<file path="src/ecd_div_pipe.sv">
// Pipelined restoring divider, one quotient bit per stage.
module ecd_div_pipe #(
  parameter int NUMW = 16,
  parameter int DENW = 8,
  parameter int QW = 8,
  parameter int TAGW = 1,
  localparam int CW = (NUMW > DENW + QW) ? NUMW : DENW + QW
) (
  input  logic            clk,
  input  logic            rst_n,
  input  logic            en,
  input  logic            in_valid,
  input  logic [NUMW-1:0] in_num,
  input  logic [DENW-1:0] in_den,
  input  logic [TAGW-1:0] in_tag,
  output logic            out_valid,
  output logic [QW-1:0]   out_quot,
  output logic [TAGW-1:0] out_tag
);

  logic [NUMW-1:0] rem_r   [QW];
  logic [NUMW-1:0] rem_nxt [QW];
  logic [DENW-1:0] den_r   [QW];
  logic [DENW-1:0] den_nxt [QW];
  logic [QW-1:0]   q_r     [QW];
  logic [QW-1:0]   q_nxt   [QW];
  logic [TAGW-1:0] tag_r   [QW];
  logic [TAGW-1:0] tag_nxt [QW];
  logic            vld_r   [QW];
  logic            vld_nxt [QW];

  // Quotient bits from the top: subtract den<<b where it fits
  for (genvar k = 0; k < QW; k++) begin : g_stage
    localparam int B = QW - 1 - k;
    logic [NUMW-1:0] rem_p;
    logic [DENW-1:0] den_p;
    logic [QW-1:0]   q_p;
    logic [CW-1:0]   rem_e;
    logic [CW-1:0]   dsh;
    logic            ge;

    if (k == 0) begin : g_first
      assign rem_p = in_num;
      assign den_p = in_den;
      assign q_p = '0;
      assign vld_nxt[k] = in_valid;
      assign tag_nxt[k] = in_tag;
    end else begin : g_next
      assign rem_p = rem_r[k-1];
      assign den_p = den_r[k-1];
      assign q_p = q_r[k-1];
      assign vld_nxt[k] = vld_r[k-1];
      assign tag_nxt[k] = tag_r[k-1];
    end

    assign rem_e = CW'(rem_p);
    assign dsh = CW'(den_p) << B;
    assign ge = (rem_e >= dsh);
    assign rem_nxt[k] = ge ? NUMW'(rem_e - dsh) : rem_p;
    assign den_nxt[k] = den_p;
    assign q_nxt[k] = {q_p[QW-2:0], ge};
  end

  // Stage valid bits
  always_ff @(posedge clk) begin
    if (!rst_n) begin
      for (int i = 0; i < QW; i++) vld_r[i] <= 1'b0;
    end else if (en) begin
      for (int i = 0; i < QW; i++) vld_r[i] <= vld_nxt[i];
    end
  end

  // Stage data
  always_ff @(posedge clk) begin
    if (en) begin
      for (int i = 0; i < QW; i++) begin
        rem_r[i] <= rem_nxt[i];
        den_r[i] <= den_nxt[i];
        q_r[i] <= q_nxt[i];
        tag_r[i] <= tag_nxt[i];
      end
    end
  end

  assign out_valid = vld_r[QW-1];
  assign out_quot = q_r[QW-1];
  assign out_tag = tag_r[QW-1];

endmodule

</file>
<file path="config.mk">
export PLATFORM = sky130hd
export DESIGN_NAME = ecd_div_pipe
export DESIGN_NICKNAME = d
export VERILOG_FILES = /design/src/ecd_div_pipe.sv
export SDC_FILE = /design/constraint.sdc
export NUM_CORES = 1
export LEC_CHECK = 0
export BUFFER_PORTS_ARGS = -buffer_cell sky130_fd_sc_hd__buf_2
export CORE_MARGIN = 2
export CORE_UTILIZATION = 60
export DETAILED_ROUTE_END_ITERATION = 7
export PLACE_DENSITY = 0.86
export RECOVER_POWER = 25
export SLEW_MARGIN = 5
export SYNTH_ARGS = -nofsm -noshare
export SYNTH_HDL_FRONTEND = slang
export SYNTH_SLANG_ARGS = --single-unit
</file>
<file path="constraint.sdc">
create_clock -name clk -period 6.4 [get_ports clk]
set_clock_uncertainty 0.15 [all_clocks]
set_input_delay 0.64 -clock clk [delete_from_list [all_inputs] [get_ports clk]]
set_output_delay 0.64 -clock clk [all_outputs]
set_load 0.005 [all_outputs]
</file>
==> flow_summary.json, run 1 <==
{
  "status": "finished clean",
  "io_pins": 39,
  "yosysMostFrequentCell": "edfxtp_1",
  "start_kind": "register",
  "path_cells": "inv_1 -> ha_1 -> or4b_2 -> o31ai_1 -> or3_1 -> o21a_1 -> nand3_1 -> xnor2_1",
  "multi_input_area_mm2": 0.00389,
  "ys_seq_area_frac": 0.607,
  "cts-buffers-inserted": 23,
  "cts_setup_buffers": 0,
  "dieWidth_um": 139,
  "tns_ns": 0,
  "fin_crit_ns": 3.11,
  "hold_viol": 0,
  "fillCellCount": 1234,
  "period_share": 0.485,
  "crit_type": "register to register",
  "drt_iter0_drc": 531,
  "crit_required_ns": 6.50,
  "track_usage": 0.189,
  "ctsResizeCount": 0,
  "hold_class": "input port to register",
  "end_kind": "register",
  "cts_max_path_buffers": 3,
  "syn-cell-area_mm2": 0.0109,
  "tritoncts": "built",
  "cp_max_fo": 18,
  "rows": 49,
  "cts.sinks": 220,
  "clockRootBuffer": "clkbuf_16",
  "synth_top_cell_area_share": 0.605,
  "yosysTopAreaCell": "edfxtp_1",
  "rsz0062_at_grt": "no",
  "async_flop_share": 0,
  "syn_inst": 846,
  "vias": 6628,
  "final_util": 0.672,
  "synth_commonest_cells": "edfxtp_1 (219), inv_1 (88), ha_1 (64)",
  "yosysWarnings": 0,
  "ff_latch_area_mm2": 0.00660,
  "syn_avg_cell_area_um2": 12.9,
  "ir_worst_vdd_mv": 0.211,
  "cap_violations": 0,
  "synth.ff_latch_count": 220,
  "drt_pass1_iterations": 5,
  "grt_max_degree": 114,
  "synth.distinct_cells": 65,
  "avgViaCountPerCell": 5.78,
  "first_global_vias": 6791,
  "h-tree-depth": 1,
  "worstSkewPairLatency_ns": 0.50,
  "drive_gt1_frac": 0.110,
  "area_growth_pct": 10.4,
  "dieArea_mm2": 0.0192,
  "drt_wl_total_um": 17900,
  "ctsHoldBuffers": 0,
  "wl_per_cell_um": 15.6,
  "clk_pin_slew_worst_paths_ns": 0.06,
  "syn_nets": 946,
  "antenna_found_initial": 0,
  "gp_congestion": 0.902,
  "ant_nets": 0,
  "grt_overflow_total": 0,
  "dp_hpwl_um": 12800,
  "start_util": 0.609,
  "coreArea_mm2": 0.0178,
  "power_density_mw_per_mm2": 370,
  "n_antenna_cell": 0,
  "grt_pass1_wl_um": 30300,
  "power_leakage_nw": 4.65,
  "synth_enable_flop_cells": 219,
  "fp.dieH_um": 139,
  "nNetsFinal": 1001,
  "worst_pin_slew_ns": 1.10,
  "numPortBuffers": 38,
  "cpPeakStageDelay_ns": 0.63,
  "max_freq_ghz": 0.322,
  "drc_errors": 0,
  "ys_top_cells_by_area": "edfxtp_1 (60%), ha_1 (7.4%), inv_1 (3.0%)",
  "crit_path_top_delay_cell": "or4b_2",
  "slew_headroom": 0.266,
  "synth_top_flop_cell": "edfxtp_1",
  "drv_slew": 0,
  "arrival_ns": 3.20,
  "setup_viol": 0
}
## flip-flops by register name, summed over array words and instances, names as in the netlist
signal / count
den_r: 56
q_r: 36
rem_r: 112
tag_r: 8
vld_r: 8
## power by group
group / internal, mW / switching, mW / leakage, nW
logic: 0.537 / 0.636 / 2.18
registers: 1.92 / 0.144 / 2.13
clock network: 0.686 / 0.515 / 0.339
## cell type report
type	instances	share of cell area
well taps	229	0.0239
inverters	88	0.0275
multi-input cells	527	0.324
repair buffers	41	0.0175
flip-flops and latches	220	0.550
clock buffers	30	0.0518
clock inverters	12	0.00553
## per-stage QoR
step | worst slack [ns] | instances | cell area, µm² | hold WS (ns) | total power [mW]
after global routing | 3.17 | 1147 | 12000 | 0.150 | 4.70
after floorplan | 3.80 | 846 | 10900 | 0.250 | 2.96
after CTS | 3.32 | 1147 | 12000 | 0.149 | 4.46
after detailed placement | 3.13 | 1105 | 11300 | 0.255 | 3.25
final | 3.29 | 1147 | 12000 | 0.169 | 4.44
after global placement | 3.24 | 1105 | 11300 | 0.251 | 3.18
## final timing paths
check	cells past startpoint	start	slack [ns]	endpoint
worst min register to register	0	q_r[0][24]	0.27	q_r[1][1]
worst max-delay path	8	den_r[3][1]	3.29	rem_r[4][15]
worst max register to register	8	den_r[3][1]	3.29	rem_r[4][15]
worst min-delay path	1	in_tag	0.17	tag_r[0][0]
## worst max-delay path: cells and delay by family (launching register included)
family | cells | cell delay, ns
xor+xnor | 1 | 0.13
flops | 1 | 0.40
compound gates | 2 | 0.51
fa+ha+maj | 1 | 0.29
buf+inv | 1 | 0.07
simple gates | 3 | 1.29
## cell families (layout without fill, tap and decap cells)
kind of cell / count (synthesis) / after routing / synth area share
mux: 32 / 32 / 0.0326
buf+inv: 99 / 171 / 0.0358
xor+xnor: 47 / 47 / 0.0379
fa+ha+maj: 71 / 71 / 0.0865
simple gates: 201 / 201 / 0.0933
compound gates: 176 / 176 / 0.107
flops: 220 / 220 / 0.607
## layout by cell type (no fill, tap or decap), types with 13 or more instances in the layout
master / netlist / layout
nor2b_1: 15 / 15
clkbuf_1: 3 / 14
xor2_1: 16 / 16
xnor2_1: 31 / 31
clkbuf_16: 0 / 23
nor2_1: 61 / 61
nand2_1: 38 / 38
ha_1: 64 / 64
edfxtp_1: 219 / 219
nor3_1: 13 / 13
mux2_2: 19 / 19
buf_2: 5 / 28
inv_1: 88 / 88
o21ai_0: 36 / 36
o21a_1: 14 / 14
a21oi_1: 54 / 54
nand2b_1: 13 / 13
## per-layer routing
metal	part of all wire	global-route usage
met2	0.56	0.375
met5	0	0
met1	0.38	0.199
met3	0.035	0.0290
met4	0.030	0.0723
No activity file was read; power rests on OpenSTA's default activity.
==> run 2, diff against run 1 <==
Settings changed: CORE_UTILIZATION 60 to 56, PLACE_DENSITY 0.86 to 0.84.
Clock period 6.4 ns to 2.6 ns, I/O delays scaled along.
==> run 2 against run 1 <==
Compared with the run above:
- the flow now finishes with violations (negative setup slack)
- die area rose by 6.9%
- combinational power grew to 2.9 times the previous value
- non-clock buffer count increased by 92
- worst hold slack got worse by 0.12 ns
- final cell count is 11% higher
- sequential cell count is the same
- count of clock-buffer cells in the layout decreased by 5
- register-to-register slack got worse by 3.3 ns
- sequential power increased by 150%
- setup slack worse by 3.3 ns
==> flow_summary.json, run 2 (synthesis results as in run 1) <==
{
  "status": "complete, but fails checks",
  "start_kind": "register",
  "io_pins": 39,
  "crit_buf_inv": 3,
  "cts_max_path_buffers": 3,
  "fin_crit_ns": 2.63,
  "hold_viol": 0,
  "h-tree-depth": 1,
  "avgViaCountPerCell": 5.51,
  "drt_iter0_drc": 332,
  "largest-register": "rem_r",
  "final_common_cell": "edfxtp_1",
  "cts-buffers-inserted": 23,
  "ant_nets": 0,
  "gp_congestion": 0.853,
  "path_common_cell": "inv_1",
  "setup_viol": 6,
  "violations": "negative setup slack",
  "first_global_vias": 7101,
  "cts.sinks": 220,
  "grt_pass1_wl_um": 32100,
  "mostFrequentLayoutCells": "edfxtp_1 (219), inv_1 (87), buf_4 (64), ha_1 (60), nor2_1 (59)",
  "crit_required_ns": 2.72,
  "hold_class": "input port to register",
  "dieArea_mm2": 0.0205,
  "tritoncts": "built",
  "worst_pin_slew_ns": 1.39,
  "finalWorstSetupSlack_ns": -0.0333,
  "finalInstanceArea_mm2": 0.0131,
  "slew_headroom": 0.0766,
  "placed_cell_area_mm2": 0.0118,
  "cpPeakStageDelay_ns": 0.38,
  "area_growth_pct": 20.4,
  "drt_wl_total_um": 19900,
  "rows": 50,
  "nNetsFinal": 1093,
  "power_density_mw_per_mm2": 893,
  "track_usage": 0.194,
  "reg_top3": "rem_r (112), den_r (56), q_r (36)",
  "clk_pin_slew_worst_paths_ns": 0.06,
  "rsz0062_at_grt": "yes",
  "path_cells": "inv_1 -> ha_1 -> inv_1 -> fa_2 -> a211oi_4 -> o41ai_4 -> a41oi_2 -> o211ai_4 -> buf_12 -> mux2_4",
  "coreArea_mm2": 0.0189,
  "dp_hpwl_um": 13500,
  "crit_type": "register to register",
  "arrival_ns": 2.75,
  "end_kind": "register",
  "start_util": 0.575,
  "grt_overflow_total": 0,
  "worstSkewPairLatency_ns": 0.52,
  "drt_pass1_iterations": 7,
  "numPortBuffers": 38,
  "largest_reg_flops": 112,
  "clockRootBuffer": "clkbuf_16",
  "power_leakage_nw": 5.14,
  "cap_violations": 0,
  "cp_max_fo": 9,
  "grt_max_degree": 58,
  "drive_gt1_frac": 0.192,
  "dieWidth_um": 143,
  "period_share": 1.01,
  "max_freq_ghz": 0.380,
  "n_antenna_cell": 0,
  "critPathTopFamily": "compound AO/OA/AOI/OAI gates",
  "drc_errors": 0,
  "p_total_mw": 11.7,
  "fp.dieH_um": 143,
  "antenna_found_initial": 0,
  "vias": 6994,
  "drv_slew": 0,
  "ir_worst_vdd_mv": 0.460,
  "crit_path_top_delay_cell": "edfxtp_1",
  "wl_per_cell_um": 15.7
}
## run 2: final timing paths
kind          startpoint           end  slack [ns]  cells past startpoint
max          rem_r[0][6]  rem_r[1][13]       -0.03                     10
min            in_num[8]   rem_r[0][8]        0.05                      3
max reg2reg  rem_r[0][6]  rem_r[1][13]       -0.03                     10
min reg2reg   q_r[0][18]    q_r[0][27]        0.26                      0
## run 2: final cells by class
type                       instances  area, µm²
clock buffer                      25        583
clock inverter                    17        150
fill                            1287       5800
inverter                          88        333
multi-input combinational        527       4120
sequential                       220       6600
tap                              260        325
timing repair buffer             133        987
## run 2: timing repair
action | in CTS | in global routing
buffers inserted | 5 | 6
hold endpoints to repair | 32 | 0
setup endpoints to repair | 31 | 49
hold buffers | 27 | 0
pin swaps | 3 | 10
gates resized for setup | 17 | 31
## run 2: routing by layer
metal | GRT usage | up-vias | routed length, µm
li1 | - | 3431 | -
met1 | 0.198 | 3364 | 7590
met2 | 0.393 | 152 | 11000
met3 | 0.0323 | 47 | 731
met4 | 0.0702 | 0 | 638
met5 | 0 | - | 0
## run 2: worst min-delay path: stages
cell and delay, ns:
buf_2 0.10, inv_1 0.07, mux2i_1 0.15
## run 2: through the flow
stage | utilization | setup slack (ns) | std cells | TNS, ns | hold slack (ns)
finish | 0.693 | -0.0333 | 1270 | -0.104 | 0.0467
global route | 0.693 | -0.113 | 1270 | -0.817 | 0.0244
detailed placement | 0.624 | -0.375 | 1190 | -5.33 | 0.255
global placement | 0.624 | -0.215 | 1190 | -2.68 | 0.251
floorplan | - | 0.0526 | 846 | 0 | 0.209
CTS | 0.685 | -0.0321 | 1264 | -0.124 | 0.0131
## run 2: power by group
group	leakage (nW)	internal (mW)	switching (mW)	total [mW]
logic	2.64	1.67	1.76	3.43
registers	2.13	4.73	0.372	5.10
clock network	0.363	1.83	1.33	3.16
==> run 3, diff against run 2 <==
Settings changed: ABC_AREA set to 1, CORE_UTILIZATION 56 to 57, PLACE_DENSITY 0.84 to 0.85.
==> run 3 against run 2 <==
Compared with the run above:
- the flow finishes with violations (max-capacitance violations, max-slew violations)
- first-iteration DRC count up 51%
- power increased by 2.2%
- non-clock buffer count is 62 lower
- final area grew 4.9%
- sequential power decreased by 2%
- largest power group unchanged
==> flow_summary.json, run 3 <==
{
  "status": "complete, but fails checks",
  "violations": "max-capacitance violations, max-slew violations",
  "r2r-end": "rem_r[4][13]",
  "arrival_ns": 2.51,
  "vias": 9025,
  "max_freq_ghz": 0.419,
  "coreArea_mm2": 0.0210,
  "n_antenna_cell": 0,
  "track_usage": 0.230,
  "p_int_mw": 7.92,
  "cts.sinks": 220,
  "cts-buffers-inserted": 24,
  "pwr-share-comb": 0.304,
  "start_kind": "register",
  "drc_errors": 0,
  "final_util": 0.655,
  "period_share": 0.917,
  "fillCellCount": 1624,
  "ff_latch_area_mm2": 0.00660,
  "area_growth_pct": 13.1,
  "syn_nets": 1442,
  "p_sw_mw": 4.02,
  "avgViaCountPerCell": 5.23,
  "synth.distinct_cells": 39,
  "drv_slew": 58,
  "dieArea_mm2": 0.0225,
  "io_pins": 39,
  "start_util": 0.580,
  "multi_input_area_mm2": 0.00460,
  "antenna_found_initial": 0,
  "worst_pin_slew_ns": 1.56,
  "grt_max_degree": 60,
  "ff2ff_setup_slack_ns": 0.22,
  "hold_viol": 0,
  "final_common_cell": "nand2_1",
  "swShare": 0.337,
  "numPortBuffers": 38,
  "power_leakage_nw": 6.35,
  "drt_wl_total_um": 24700,
  "power_density_mw_per_mm2": 870,
  "async_flop_share": 0,
  "dp_hpwl_um": 17800,
  "yosysTopAreaCell": "edfxtp_1",
  "setup_viol": 0,
  "crit_type": "register to register",
  "cts_setup_buffers": 0,
  "synth.ff_latch_count": 220,
  "min_from": "in_num[15]",
  "hold_path_end": "rem_r[0][15]",
  "cp_max_fo": 4,
  "pwr-share-clk": 0.278,
  "largest_reg_flops": 112,
  "fin_cells": 1726,
  "clk_pin_slew_worst_paths_ns": 0.06,
  "r2r_cells": 8,
  "cap_violations": 1,
  "first_global_vias": 9161,
  "wl_per_cell_um": 14.3,
  "largest-register": "rem_r",
  "yosysWarnings": 0,
  "ir_worst_vdd_mv": 0.579,
  "nNetsFinal": 1534,
  "placed_cells": 1657,
  "tns_ns": 0,
  "syn-cell-area_mm2": 0.0121,
  "gp_congestion": 0.913,
  "end_kind": "register",
  "grt_overflow_total": 0,
  "power_frac_seq": 0.418,
  "h-tree-depth": 1,
  "worstSkewPairLatency_ns": 0.52,
  "reg_top3": "rem_r (112), den_r (56), q_r (36)",
  "mostFrequentLayoutCells": "nand2_1 (450), inv_1 (228), edfxtp_1 (219), nor2_1 (110), nand3_1 (76)",
  "yosysMostFrequentCell": "nand2_1",
  "synth_enable_flop_cells": 219,
  "drt_iter0_drc": 500,
  "synth_top_cell_area_share": 0.541,
  "synth_commonest_cells": "nand2_1 (450), inv_1 (228), edfxtp_1 (219)",
  "reg2reg_from": "den_r[3][0]",
  "fin_crit_ns": 2.38,
  "dieWidth_um": 150,
  "hold_class": "input port to register",
  "fp.dieH_um": 150,
  "slew_headroom": -0.0396,
  "hold-path-cell-count": 5,
  "grt_pass1_wl_um": 41100,
  "crit_required_ns": 2.72,
  "ant_nets": 0,
  "clockRootBuffer": "clkbuf_16",
  "synth_top_flop_cell": "edfxtp_1",
  "syn_avg_cell_area_um2": 9.05,
  "drt_pass1_iterations": 5,
  "cts_max_path_buffers": 3,
  "ys_top_cells_by_area": "edfxtp_1 (54%), nand2_1 (14%), inv_1 (7.0%)",
  "drive_gt1_frac": 0.0841,
  "ys_seq_area_frac": 0.543,
  "rows": 53,
  "tritoncts": "built",
  "rsz0062_at_grt": "no",
  "syn_inst": 1342
}
## run 3: cell families after synthesis
logic type / count (synthesis) / share of synthesized area
flip-flops: 220 / 0.543
adder cells (fa/ha/maj): 71 / 0.0775
buffers and inverters: 245 / 0.0788
XOR/XNOR: 26 / 0.0187
AND/OR/NAND/NOR: 702 / 0.246
AO/OA/AOI/OAI: 78 / 0.0359
## run 3: area by class of cell
cell class	count	share of cell area
clock buffer	28	0.0464
clock inverter	15	0.0102
inverter	240	0.0656
multi-input combinational	877	0.335
sequential	220	0.480
tap	275	0.0251
timing repair buffer	71	0.0374
## run 3: critical path: stages (launching register included)
cell      delay [ns]
edfxtp_1        0.40
ha_1            0.23
fa_1            0.41
o21ai_1         0.33
nand3_1         0.26
nand2_1         0.18
nor2_1          0.07
nand3_2         0.06
nand2_1         0.05
## run 3: worst max path at each step
stage	startpoint	to	slack (ns)	cells past startpoint
6_report	den_r[3][0]	rem_r[4][13]	0.22	8
5_1_grt	den_r[3][0]	rem_r[4][13]	0.07	8
4_1_cts	rem_r[3][7]	rem_r[4][11]	0.21	9
3_5_place_dp	rem_r[3][7]	rem_r[4][11]	0.21	9
3_3_place_gp	rem_r[3][7]	rem_r[4][11]	0.28	9
2_1_floorplan	den_r[2][0]	rem_r[3][11]	0.60	8
## run 3: layer usage
metal	wire, µm	global-route usage
met5	0	0
met1	8720	0.226
met4	1260	0.118
met2	13700	0.458
met3	986	0.0351
## run 3: metrics by stage
stage | worst slack, ns | hold WS [ns] | total power [mW] | instance area (µm²)
final | 0.216 | 0.0517 | 11.9 | 13700
after detailed placement | 0.208 | 0.255 | 8.57 | 12700
after CTS | 0.211 | 0.0285 | 12.0 | 13700
after floorplan | 0.601 | 0.209 | 7.68 | 12100
after global placement | 0.283 | 0.250 | 8.41 | 12700
after global routing | 0.0696 | 0.0599 | 12.7 | 13700
## run 3: power by group through the flow
stage / clock [mW] / combinational [mW] / sequential (mW)
5_1_grt: 3.51 / 4.16 / 5.04
3_3_place_gp: 0 / 3.38 / 5.03
6_report: 3.32 / 3.63 / 4.99
4_1_cts: 3.37 / 3.60 / 4.98
2_1_floorplan: 0 / 2.74 / 4.95
3_5_place_dp: 0 / 3.52 / 5.05
## run 3: what timing repair did
| item | 4_1_cts | 5_1_grt |
|---|---|---|
| hold buffers | 26 | 0 |
| gates resized for setup | 0 | 1 |
| endpoints found under the setup margin | 0 | 3 |
| endpoints found under the hold margin | 28 | 0 |
