$ cat src/ecd_sqrt_pipe.sv
// Pipelined integer square root, one result bit per stage, rounded to nearest.
module ecd_sqrt_pipe #(
  parameter int IW = 8,
  parameter int TAGW = 1,
  localparam int EIW = IW + (IW % 2),
  localparam int RW = EIW / 2,
  localparam int RMW = RW + 2
) (
  input  logic            clk,
  input  logic            rst_n,
  input  logic            en,
  input  logic            in_valid,
  input  logic [IW-1:0]   in_val,
  input  logic [TAGW-1:0] in_tag,
  output logic            out_valid,
  output logic [RW:0]     out_root,
  output logic [TAGW-1:0] out_tag
);

  logic [EIW-1:0]  sh_r    [RW];
  logic [EIW-1:0]  sh_nxt  [RW];
  logic [RMW-1:0]  rem_r   [RW];
  logic [RMW-1:0]  rem_nxt [RW];
  logic [RW-1:0]   root_r  [RW];
  logic [RW-1:0]   root_nxt[RW];
  logic [TAGW-1:0] tag_r   [RW];
  logic [TAGW-1:0] tag_nxt [RW];
  logic            vld_r   [RW];
  logic            vld_nxt [RW];

  logic            out_valid_r;
  logic [RW:0]     out_root_r;
  logic [TAGW-1:0] out_tag_r;

  // One digit pair per stage: trial subtract of (root<<2)|1
  for (genvar k = 0; k < RW; k++) begin : g_stage
    logic [EIW-1:0] sh_p;
    logic [RMW-1:0] rem_p;
    logic [RMW-1:0] rem_sh;
    logic [RMW-1:0] trial;
    logic [RW-1:0]  root_p;
    logic           ge;

    if (k == 0) begin : g_first
      assign sh_p = EIW'(in_val);
      assign rem_p = '0;
      assign root_p = '0;
      assign vld_nxt[k] = in_valid;
      assign tag_nxt[k] = in_tag;
    end else begin : g_next
      assign sh_p = sh_r[k-1];
      assign rem_p = rem_r[k-1];
      assign root_p = root_r[k-1];
      assign vld_nxt[k] = vld_r[k-1];
      assign tag_nxt[k] = tag_r[k-1];
    end

    assign rem_sh = {rem_p[RMW-3:0], sh_p[EIW-1 -: 2]};
    assign trial = {root_p, 2'b01};
    assign ge = (rem_sh >= trial);
    assign rem_nxt[k] = ge ? (rem_sh - trial) : rem_sh;
    assign root_nxt[k] = {root_p[RW-2:0], ge};
    assign sh_nxt[k] = sh_p << 2;
  end

  // Stage valid bits
  always_ff @(posedge clk) begin
    if (!rst_n) begin
      for (int i = 0; i < RW; i++) vld_r[i] <= 1'b0;
      out_valid_r <= 1'b0;
    end else if (en) begin
      for (int i = 0; i < RW; i++) vld_r[i] <= vld_nxt[i];
      out_valid_r <= vld_r[RW-1];
    end
  end

  // Stage data; last register rounds up when the remainder exceeds the root
  always_ff @(posedge clk) begin
    if (en) begin
      for (int i = 0; i < RW; i++) begin
        sh_r[i] <= sh_nxt[i];
        rem_r[i] <= rem_nxt[i];
        root_r[i] <= root_nxt[i];
        tag_r[i] <= tag_nxt[i];
      end
      out_root_r <= {1'b0, root_r[RW-1]}
                    + (RW+1)'(rem_r[RW-1] > RMW'(root_r[RW-1]));
      out_tag_r <= tag_r[RW-1];
    end
  end

  assign out_valid = out_valid_r;
  assign out_root = out_root_r;
  assign out_tag = out_tag_r;

endmodule

$ cat config.mk
export PLATFORM = sky130hd
export DESIGN_NAME = ecd_sqrt_pipe
export DESIGN_NICKNAME = d
export VERILOG_FILES = /design/src/ecd_sqrt_pipe.sv
export SDC_FILE = /design/constraint.sdc
export NUM_CORES = 1
export LEC_CHECK = 0
export ABC_CLOCK_PERIOD_IN_PS = 5620
export BUFFER_PORTS_ARGS = -buffer_cell sky130_fd_sc_hd__clkbuf_2
export CAP_MARGIN = 5
export CORE_UTILIZATION = 25
export CTS_CLUSTER_SIZE = 14
export DETAILED_ROUTE_END_ITERATION = 16
export MAX_ROUTING_LAYER = met4
export PLACE_DENSITY = 0.47
export SETUP_SLACK_MARGIN = 0.5
export SYNTH_ARGS = -nofsm -noshare
export SYNTH_HDL_FRONTEND = slang
export SYNTH_SLANG_ARGS = --single-unit
$ cat constraint.sdc
create_clock -name clk -period 5.62 [get_ports clk]
set_clock_uncertainty 0.1 [all_clocks]
set_input_delay 0.281 -clock clk [delete_from_list [all_inputs] [get_ports clk]]
set_output_delay 0.281 -clock clk [all_outputs]
set_load 0.05 [all_outputs]
==> qor.txt, run 1 <==
Clock period minus final worst setup slack -> 2.322 ns
Setup tns final -> 0 ns
Worst reg-to-reg setup slack -> 3.30 ns
TritonCTS Buffers -> 5
Utilization after layout -> 0.2961
Worst endpoint required time -> 5.59 ns
Pwr dens -> 326.4 nW/µm²
Drt first pass iters -> 3
Max IR drop VDD -> 0.1369 mV
Die W -> 100 µm
Largest net degree at the start of global routing -> 56
Initial core utilization -> 0.2586
Main combinational cell family by area after synthesis -> adder cells
Synth Area in Adders -> 0.09380
Die height -> 100 µm
RR Startpoint -> root_r[3][1]
Syn-to-layout area delta -> 14.49%
Complex-gate fraction of the synthesized area -> 0.05315
Clock Latency Late Sink -> 0.30 ns
Post-synth top area cell -> edfxtp_1
Tcrit/Tclk final -> 0.4131
Setup Fix Bufs, Post-CTS -> 0
Most numerous cell in the Yosys netlist -> edfxtp_1
Mux cell area share after synthesis -> 0.03908
Final Max Tran Viols -> 0
CP max FO -> 3
Syn Inst Count -> 167
Seq/Total Area, Yosys -> 0.6587
Routed WL -> 3184 µm
Number of synthesized register bits -> 54
Ranking of synthesized cells by area -> edfxtp_1, ha_1, dfxtp_1
CTS clk-pin slew, worst paths -> 0.10 ns
Clock buffer depth -> 2
DRT iter0 DRCs -> 58
H-tree level count -> 2
FILL cells -> 997
WL/cell -> 9.858 µm
Hold Crit Depth -> 1
Post-Synth XOR/XNOR Area -> 0.04377
Number of max-cap violations -> 0
Mapped Avg Cell Area -> 14.38 µm²
Post-DRT Antenna Nets -> 0
Syn_nets -> 198
Total gr overflow -> 0
Vias in the first global route -> 1285
Worst min-delay path category -> input pin to register
Hold_sp -> in_val[2]
Pre-CTS setup slack -> 3.307 ns
Met2 routed WL -> 1633 µm
Synth warn -> 0
Share of layout cells above drive strength 1 -> 0.1804
Slew headroom -> 0.5497
GP Congestion -> 0.8023
Setup CP Type -> register to register
Core area -> 9284 µm²
PortBufs -> 19
Final setup viols -> 0
Wl on met1 -> 1394 µm
DR DRC count -> 0
Num ports -> 20
DR WL met3 -> 124 µm
List of most frequent post-synthesis cells -> edfxtp_1, ha_1, inv_1
GRT Util Overall -> 0.07235
Hold Violations, Final -> 0
Library cells used by synthesis -> 30
First-pass GRT wire length -> 5526 µm
Post-Synth Simple-Gate Area -> 0.08025
Uppermost layer routed -> met4
Worst Path Arrival -> 2.29 ns
Post-synth ARST share -> 0
Initial antenna violation count -> 0
Clock sink count -> 54
Number of diodes -> 0
Critical R2R Capture -> out_root[4]
Endpoint type of the worst setup path -> register
Fmax -> 430.7 MHz
Post-cts hold buffer count -> 0
FP Rows -> 35
EDFF count, synth -> 50
P_leak -> 1.072 nW
Hold endpoint -> sh_r[0][2]
Resize count post-CTS -> 0
Drt via density -> 3.873
Worst Setup Start Kind -> register
Post-DP HPWL -> 2180 µm
Synth top area share -> 0.6253
Top_reg_cell synth -> edfxtp_1
TritonCTS clock tree -> built
Die area -> 10000 µm²
Slew @ Worst Pin -> 0.6755 ns
RSZ-0062 raised after global routing -> no
DR vias -> 1251
Syn Std Cell Area -> 2401 µm²
Final WS setup -> 3.298 ns
Power Total -> 897.1 µW
Status -> finished clean
Nets -> 224
Root buf cell -> clkbuf_8
Worst r2r path cells -> 9
layout make-up:
| type | instances | area, µm² | share of cell area |
|---|---|---|---|
| multi-input combinational | 94 | 748.2 | 0.2722 |
| sequential | 54 | 1582 | 0.5753 |
| timing repair buffer | 20 | 102.6 | 0.03732 |
| inverter | 18 | 67.56 | 0.02458 |
| tap | 129 | 161.4 | 0.05872 |
| clock inverter | 3 | 18.77 | 0.006827 |
| clock buffer | 5 | 68.82 | 0.02503 |
through the flow:
| step | instances | hold WS [ns] | instance area, µm² |
|---|---|---|---|
| detailed placement | 315 | 0.3054 | 2661 |
| global route | 323 | 0.02196 | 2749 |
| finish | 323 | 0.04100 | 2749 |
| global placement | 315 | 0.3027 | 2661 |
| floorplan | 167 | 0.2799 | 2401 |
| CTS | 323 | 0.03207 | 2749 |
worst max-delay path: stages (launching register included):
cell,delay (ns)
edfxtp_1,0.43
inv_1,0.08
ha_1,0.23
nor2b_1,0.14
o211ai_1,0.15
nand3b_1,0.09
a211o_1,0.30
ha_1,0.20
ha_1,0.20
and3_1,0.18
per-layer routing:
layer	up-vias	track usage
met1	577	0.07685
met5	-	-
met2	25	0.1273
li1	645	-
met4	0	0.02453
met3	4	0.02298
flip-flops by register name, indices dropped and copies added (netlist names):
signal and count:
out_tag 1, tag_r 4, root_r 10, out_root 5, out_valid 1, rem_r 17
vld_r 4, sh_r 12
cell families after synthesis:
kind of cell,after synthesis
adders and majority gates,18
muxes,9
AOI/OAI and AO/OA,17
and+or+nand+nor,37
other,1
buffers and inverters,19
xor gates and xnor gates,12
DFF,54
worst max path at each step:
stage | start | end | slack (ns) | depth (start not counted)
5_1_grt | root_r[3][1] | out_root[4] | 3.14 | 9
2_1_floorplan | root_r[3][1] | out_root[4] | 3.41 | 9
4_1_cts | root_r[3][1] | out_root[4] | 3.29 | 9
3_5_place_dp | root_r[3][1] | out_root[4] | 3.31 | 9
6_report | root_r[3][1] | out_root[4] | 3.30 | 9
3_3_place_gp | root_r[3][1] | out_root[4] | 3.35 | 9
power breakdown:
group	total (mW)	internal, mW	switching, mW
sequential	0.515	0.497	0.0184
clock	0.215	0.0880	0.127
combinational	0.167	0.0697	0.0974
cells in the final DEF, fill, tap and decap left out:
master | Yosys | routed
edfxtp_1 | 50 | 50
clkbuf_2 | 0 | 19
inv_1 | 18 | 18
ha_1 | 18 | 18
nor2_1 | 11 | 11
xnor2_1 | 8 | 8
mux2i_1 | 6 | 6
nor2b_1 | 6 | 6
a21oi_1 | 5 | 5
clkbuf_8 | 0 | 5
o21ai_0 | 4 | 4
nor3_1 | 4 | 4
xor2_1 | 4 | 4
dfxtp_1 | 4 | 4
nand2_1 | 3 | 3
nand2b_1 | 3 | 3
o21a_1 | 3 | 3
mux2_2 | 3 | 3
nand4_1 | 2 | 2
o211ai_1 | 2 | 2
and3_1 | 2 | 2
clkinv_2 | 0 | 2
nor2_2 | 1 | 1
nor3b_1 | 1 | 1
o21ai_2 | 1 | 1
a2111oi_4 | 1 | 1
or2_2 | 1 | 1
and2_1 | 1 | 1
nand3b_1 | 1 | 1
a211o_1 | 1 | 1
nand3_1 | 1 | 1
inv_6 | 0 | 1
buf_4 | 0 | 1
conb_1 | 1 | 1
Power figures use the tool's default switching activity.
==> run 2: changes to the inputs <==
--- a/config.mk
+++ b/config.mk
@@ -5,14 +5,14 @@
 export SDC_FILE = /design/constraint.sdc
 export NUM_CORES = 1
 export LEC_CHECK = 0
-export ABC_CLOCK_PERIOD_IN_PS = 5620
+export ABC_CLOCK_PERIOD_IN_PS = 1940
 export BUFFER_PORTS_ARGS = -buffer_cell sky130_fd_sc_hd__clkbuf_2
 export CAP_MARGIN = 5
 export CORE_UTILIZATION = 25
 export CTS_CLUSTER_SIZE = 14
 export DETAILED_ROUTE_END_ITERATION = 16
 export MAX_ROUTING_LAYER = met4
-export PLACE_DENSITY = 0.47
+export PLACE_DENSITY = 0.48
 export SETUP_SLACK_MARGIN = 0.5
 export SYNTH_ARGS = -nofsm -noshare
 export SYNTH_HDL_FRONTEND = slang
==> constraint.sdc (replaced) <==
create_clock -name clk -period 1.94 [get_ports clk]
set_clock_uncertainty 0.1 [all_clocks]
set_input_delay 0.097 -clock clk [delete_from_list [all_inputs] [get_ports clk]]
set_output_delay 0.097 -clock clk [all_outputs]
set_load 0.05 [all_outputs]
==> qor.txt, run 2 (same netlist as run 1, synthesis figures left out) <==
Status -> finished, violations left
Failing checks -> negative setup slack
Vias in the first global route -> 1427
Syn-to-layout area delta -> 44.03%
Post-DRT Antenna Nets -> 0
Post-DP HPWL -> 2426 µm
Worst Path Arrival -> 2.17 ns
Die W -> 100 µm
First-pass GRT wire length -> 6237 µm
Setup CP Type -> register to register
Routed WL -> 3773 µm
Pwr dens -> 900.0 nW/µm²
Largest registers -> rem_r: 17 flops, sh_r: 12 flops, root_r: 10 flops
Number of max-cap violations -> 0
Clock Latency Late Sink -> 0.31 ns
Total gr overflow -> 0
RSZ-0062 raised after global routing -> yes
Max reg flops -> 17
Num ports -> 20
Power Total -> 3.112 mW
Clock sink count -> 54
GRT Max-Usage Layer -> met2
CTS clk-pin slew, worst paths -> 0.11 ns
Clock period minus final worst setup slack -> 2.195 ns
Worst min-delay path category -> input pin to register
Endpoint type of the worst setup path -> register
Commonest non-fill, non-tap cell in the layout -> edfxtp_1
Hold Violations, Final -> 0
GP Congestion -> 0.7258
TritonCTS clock tree -> built
Setup tns final -> -0.6981 ns
GR Util met1 -> 0.08341
Tcrit/Tclk final -> 1.132
GR Layer Usage met3 -> 0.02298
Final setup viols -> 4
Final Max Tran Viols -> 0
Number of diodes -> 0
WL/cell -> 10.22 µm
Nets -> 270
Pre-CTS setup slack -> -0.2563 ns
Clock buffer depth -> 2
Root buf cell -> clkbuf_8
TritonCTS Buffers -> 5
Fmax -> 455.5 MHz
GRT Util Overall -> 0.08297
Die area -> 10000 µm²
Worst Setup Start Kind -> register
Met2 Resource Use GR -> 0.1517
DRT iter0 DRCs -> 19
Largest reg by FF count -> rem_r
Initial core utilization -> 0.2586
Core area -> 9284 µm²
H-tree level count -> 2
FP Rows -> 35
Die height -> 100 µm
Largest net degree at the start of global routing -> 34
Worst endpoint required time -> 1.92 ns
Max IR drop VDD -> 0.3569 mV
DR DRC count -> 0
Drt via density -> 3.902
Commonest non-fill, non-tap cells in the layout -> edfxtp_1, buf_4, clkbuf_2
Initial antenna violation count -> 0
CP max FO -> 2
P_leak -> 1.342 nW
PortBufs -> 19
DR vias -> 1440
Final WS setup -> -0.2552 ns
Share of layout cells above drive strength 1 -> 0.4625
Drt first pass iters -> 3
run 2: worst max-delay path: stages, from the launching register on:
cell,delay [ns]
edfxtp_1,0.41
inv_1,0.07
ha_1,0.22
nor2b_1,0.13
o211ai_1,0.15
nand3b_1,0.09
a211o_1,0.26
ha_2,0.19
ha_4,0.16
and3_1,0.17
run 2: stage by stage:
step | util | hold slack (ns) | area [µm²] | std cells
after floorplan | - | 0.09587 | 2587 | 167
after global placement | 0.3137 | 0.1738 | 2913 | 322
after detailed placement | 0.3137 | 0.1761 | 2913 | 322
after CTS | 0.3592 | 0.1020 | 3334 | 360
after global routing | 0.3725 | 0.1242 | 3458 | 369
final | 0.3725 | 0.1032 | 3458 | 369
run 2: path summary, 6_finish.rpt:
check,start,endpoint,depth (start not counted),slack (ns)
max,root_r[3][1],out_root[4],9,-0.26
min,en,vld_r[1],3,0.10
max reg2reg,root_r[3][1],out_root[4],9,-0.26
min reg2reg,sh_r[0][2],sh_r[1][4],0,0.33
run 2: power breakdown:
part	total, mW	switching (mW)	internal (mW)
clock	0.791	0.398	0.394
sequential	1.50	0.0587	1.44
combinational	0.824	0.388	0.436
run 2: metal layers:
layer	part of all wire	wire (µm)
met1	0.42	1583
met2	0.54	2027
met4	0.016	61
met5	0	0
met3	0.027	100
run 2: layout make-up:
type | instances | area, µm²
fillers | 918 | 5826
flip-flops and latches | 54 | 1582
multi-input cells | 94 | 1021
repair buffers | 66 | 509.2
well taps | 129 | 161.4
clock buffers | 5 | 68.82
inverters | 18 | 67.56
clock inverters | 3 | 48.80
run 2: what timing repair did:
action                                 CTS  global route
pin swaps                               12             6
setup buffers                           18             9
hold buffers                            12             0
resized for setup                       15            12
endpoints found under the hold margin   15             0
setup endpoints to repair               21            22
==> run 3: changes to the inputs <==
--- a/config.mk
+++ b/config.mk
@@ -8,11 +8,11 @@
 export ABC_CLOCK_PERIOD_IN_PS = 1940
 export BUFFER_PORTS_ARGS = -buffer_cell sky130_fd_sc_hd__clkbuf_2
 export CAP_MARGIN = 5
-export CORE_UTILIZATION = 25
+export CORE_UTILIZATION = 35
 export CTS_CLUSTER_SIZE = 14
 export DETAILED_ROUTE_END_ITERATION = 16
 export MAX_ROUTING_LAYER = met4
-export PLACE_DENSITY = 0.48
+export PLACE_DENSITY = 0.6
 export SETUP_SLACK_MARGIN = 0.5
 export SYNTH_ARGS = -nofsm -noshare
 export SYNTH_HDL_FRONTEND = slang
==> qor.txt, run 3 (same netlist as run 1, synthesis figures left out) <==
Status -> finished, violations left
Failing checks -> design-rule violations, negative setup slack
CTS clk-pin slew, worst paths -> 0.09 ns
PortBufs -> 19
Core area -> 6495 µm²
Final Instance Area -> 3450 µm²
Total gr overflow -> 0
Final setup viols -> 4
Fmax -> 462.4 MHz
Area of placed instances -> 2833 µm²
Endpoint type of the worst setup path -> register
Switching Share -> 0.2674
Clock buffer depth -> 2
Die height -> 84.83 µm
GP Congestion -> 0.7669
First-pass GRT wire length -> 6078 µm
Cells after DPL -> 268
TritonCTS clock tree -> built
Internal Power -> 2.291 mW
Clock period minus final worst setup slack -> 2.163 ns
Drt first pass iters -> 12
Vias in the first global route -> 1474
Nets -> 267
Pre-CTS setup slack -> -0.2475 ns
Share of layout cells above drive strength 1 -> 0.5105
Final WS setup -> -0.2226 ns
Die area -> 7195 µm²
Post-DP HPWL -> 2169 µm
Syn-to-layout area delta -> 43.67%
GRT Util Overall -> 0.1137
Logic pwr share -> 0.281
Initial antenna violation count -> 0
Max reg flops -> 17
Largest registers -> rem_r: 17 flops, sh_r: 12 flops, root_r: 10 flops
Utilization after layout -> 0.5311
Setup CP Type -> register to register
Switching power -> 836.2 µW
Tcrit/Tclk final -> 1.115
H-tree level count -> 2
DRT iter0 DRCs -> 70
Root buf cell -> clkbuf_8
DR DRC count -> 1
Clk network pwr share -> 0.238
Hold Violations, Final -> 0
Final Max Tran Viols -> 0
Routed WL -> 3732 µm
Number of max-cap violations -> 0
Clock Latency Late Sink -> 0.31 ns
DR vias -> 1435
Post-DRT Antenna Nets -> 0
Initial core utilization -> 0.3697
Worst min-delay path category -> input pin to register
RSZ-0062 raised after global routing -> yes
Power Total -> 3.128 mW
P_leak -> 1.339 nW
Worst Setup Start Kind -> register
Largest net degree at the start of global routing -> 56
Commonest non-fill, non-tap cells in the layout -> edfxtp_1, buf_4, clkbuf_2
Pwr dens -> 906.7 nW/µm²
Clock sink count -> 54
FP Rows -> 29
FILL cells -> 545
Largest reg by FF count -> rem_r
Die W -> 84.83 µm
Max IR drop VDD -> 0.4398 mV
Drt via density -> 4.570
TritonCTS Buffers -> 5
CP max FO -> 2
Seq pwr share -> 0.481
Number of diodes -> 0
Worst Path Arrival -> 2.14 ns
Post-Layout Cell Count -> 314
Num ports -> 20
Commonest non-fill, non-tap cell in the layout -> edfxtp_1
Worst endpoint required time -> 1.91 ns
Worst reg-to-reg setup slack -> -0.22 ns
WL/cell -> 11.89 µm
-- run 3: changes by cell type in the layout (fill, tap and decap cells not counted), moves of 2 or more --
cell	previous run	this run
nor3_1	2	0
inv_1	10	7
ha_2	5	3
inv_2	8	11
nor2_2	3	6
ha_4	8	11
nor2_1	6	1
nor2_4	3	5
buf_4	29	26
-- run 3: what timing repair did --
item                                   CTS  global route
endpoints found under the hold margin   14             0
setup buffers                           17             9
pin swaps                               11             9
gates resized for setup                 17            30
setup endpoints to repair               21            22
hold buffers                            12             0
-- run 3: layer usage --
layer,vias to the layer above,share of wire,GRT usage
li1,733,-,-
met1,664,0.41,0.1108
met2,30,0.55,0.2114
met4,0,0.017,0.05085
met3,8,0.029,0.02918
met5,-,0,-
-- run 3: final cells by class --
cell class	count	area [µm²]	share of cell area
clock inverters	2	38.79	0.01124
flip-flops and latches	54	1582	0.4585
well taps	77	96.34	0.02793
clock buffers	6	72.57	0.02104
repair buffers	63	486.7	0.1411
inverters	18	67.56	0.01959
multi-input cells	94	1106	0.3206
-- run 3: path summary, 6_finish.rpt --
kind	endpoint	depth (start not counted)	start
setup / recovery	out_root[4]	9	root_r[3][1]
hold / removal	sh_r[1][2]	2	en
setup reg to reg	out_root[4]	9	root_r[3][1]
hold reg to reg	sh_r[2][4]	0	sh_r[1][2]
-- run 3: stage by stage --
stage,setup TNS [ns],hold WS [ns]
floorplan,-0.4809,0.09587
global placement,-0.5596,0.1739
detailed placement,-0.6964,0.1756
CTS,-0.6860,0.1858
global route,-1.186,0.1852
finish,-0.6597,0.1885
-- run 3: critical path, stage by stage (launching register included) --
cell	delay, ns
edfxtp_1	0.41
inv_2	0.09
ha_4	0.19
nor2b_4	0.12
o211ai_1	0.15
nand3b_1	0.09
a211o_1	0.29
ha_4	0.18
ha_4	0.15
and3_4	0.17
-- run 3: power groups by stage --
stage | sequential, mW | combinational [mW] | clock, mW
global placement | 1.52 | 0.617 | 0
CTS | 1.50 | 0.749 | 0.767
floorplan | 1.58 | 0.418 | 0
global route | 1.52 | 0.955 | 0.818
detailed placement | 1.53 | 0.623 | 0
finish | 1.51 | 0.878 | 0.744
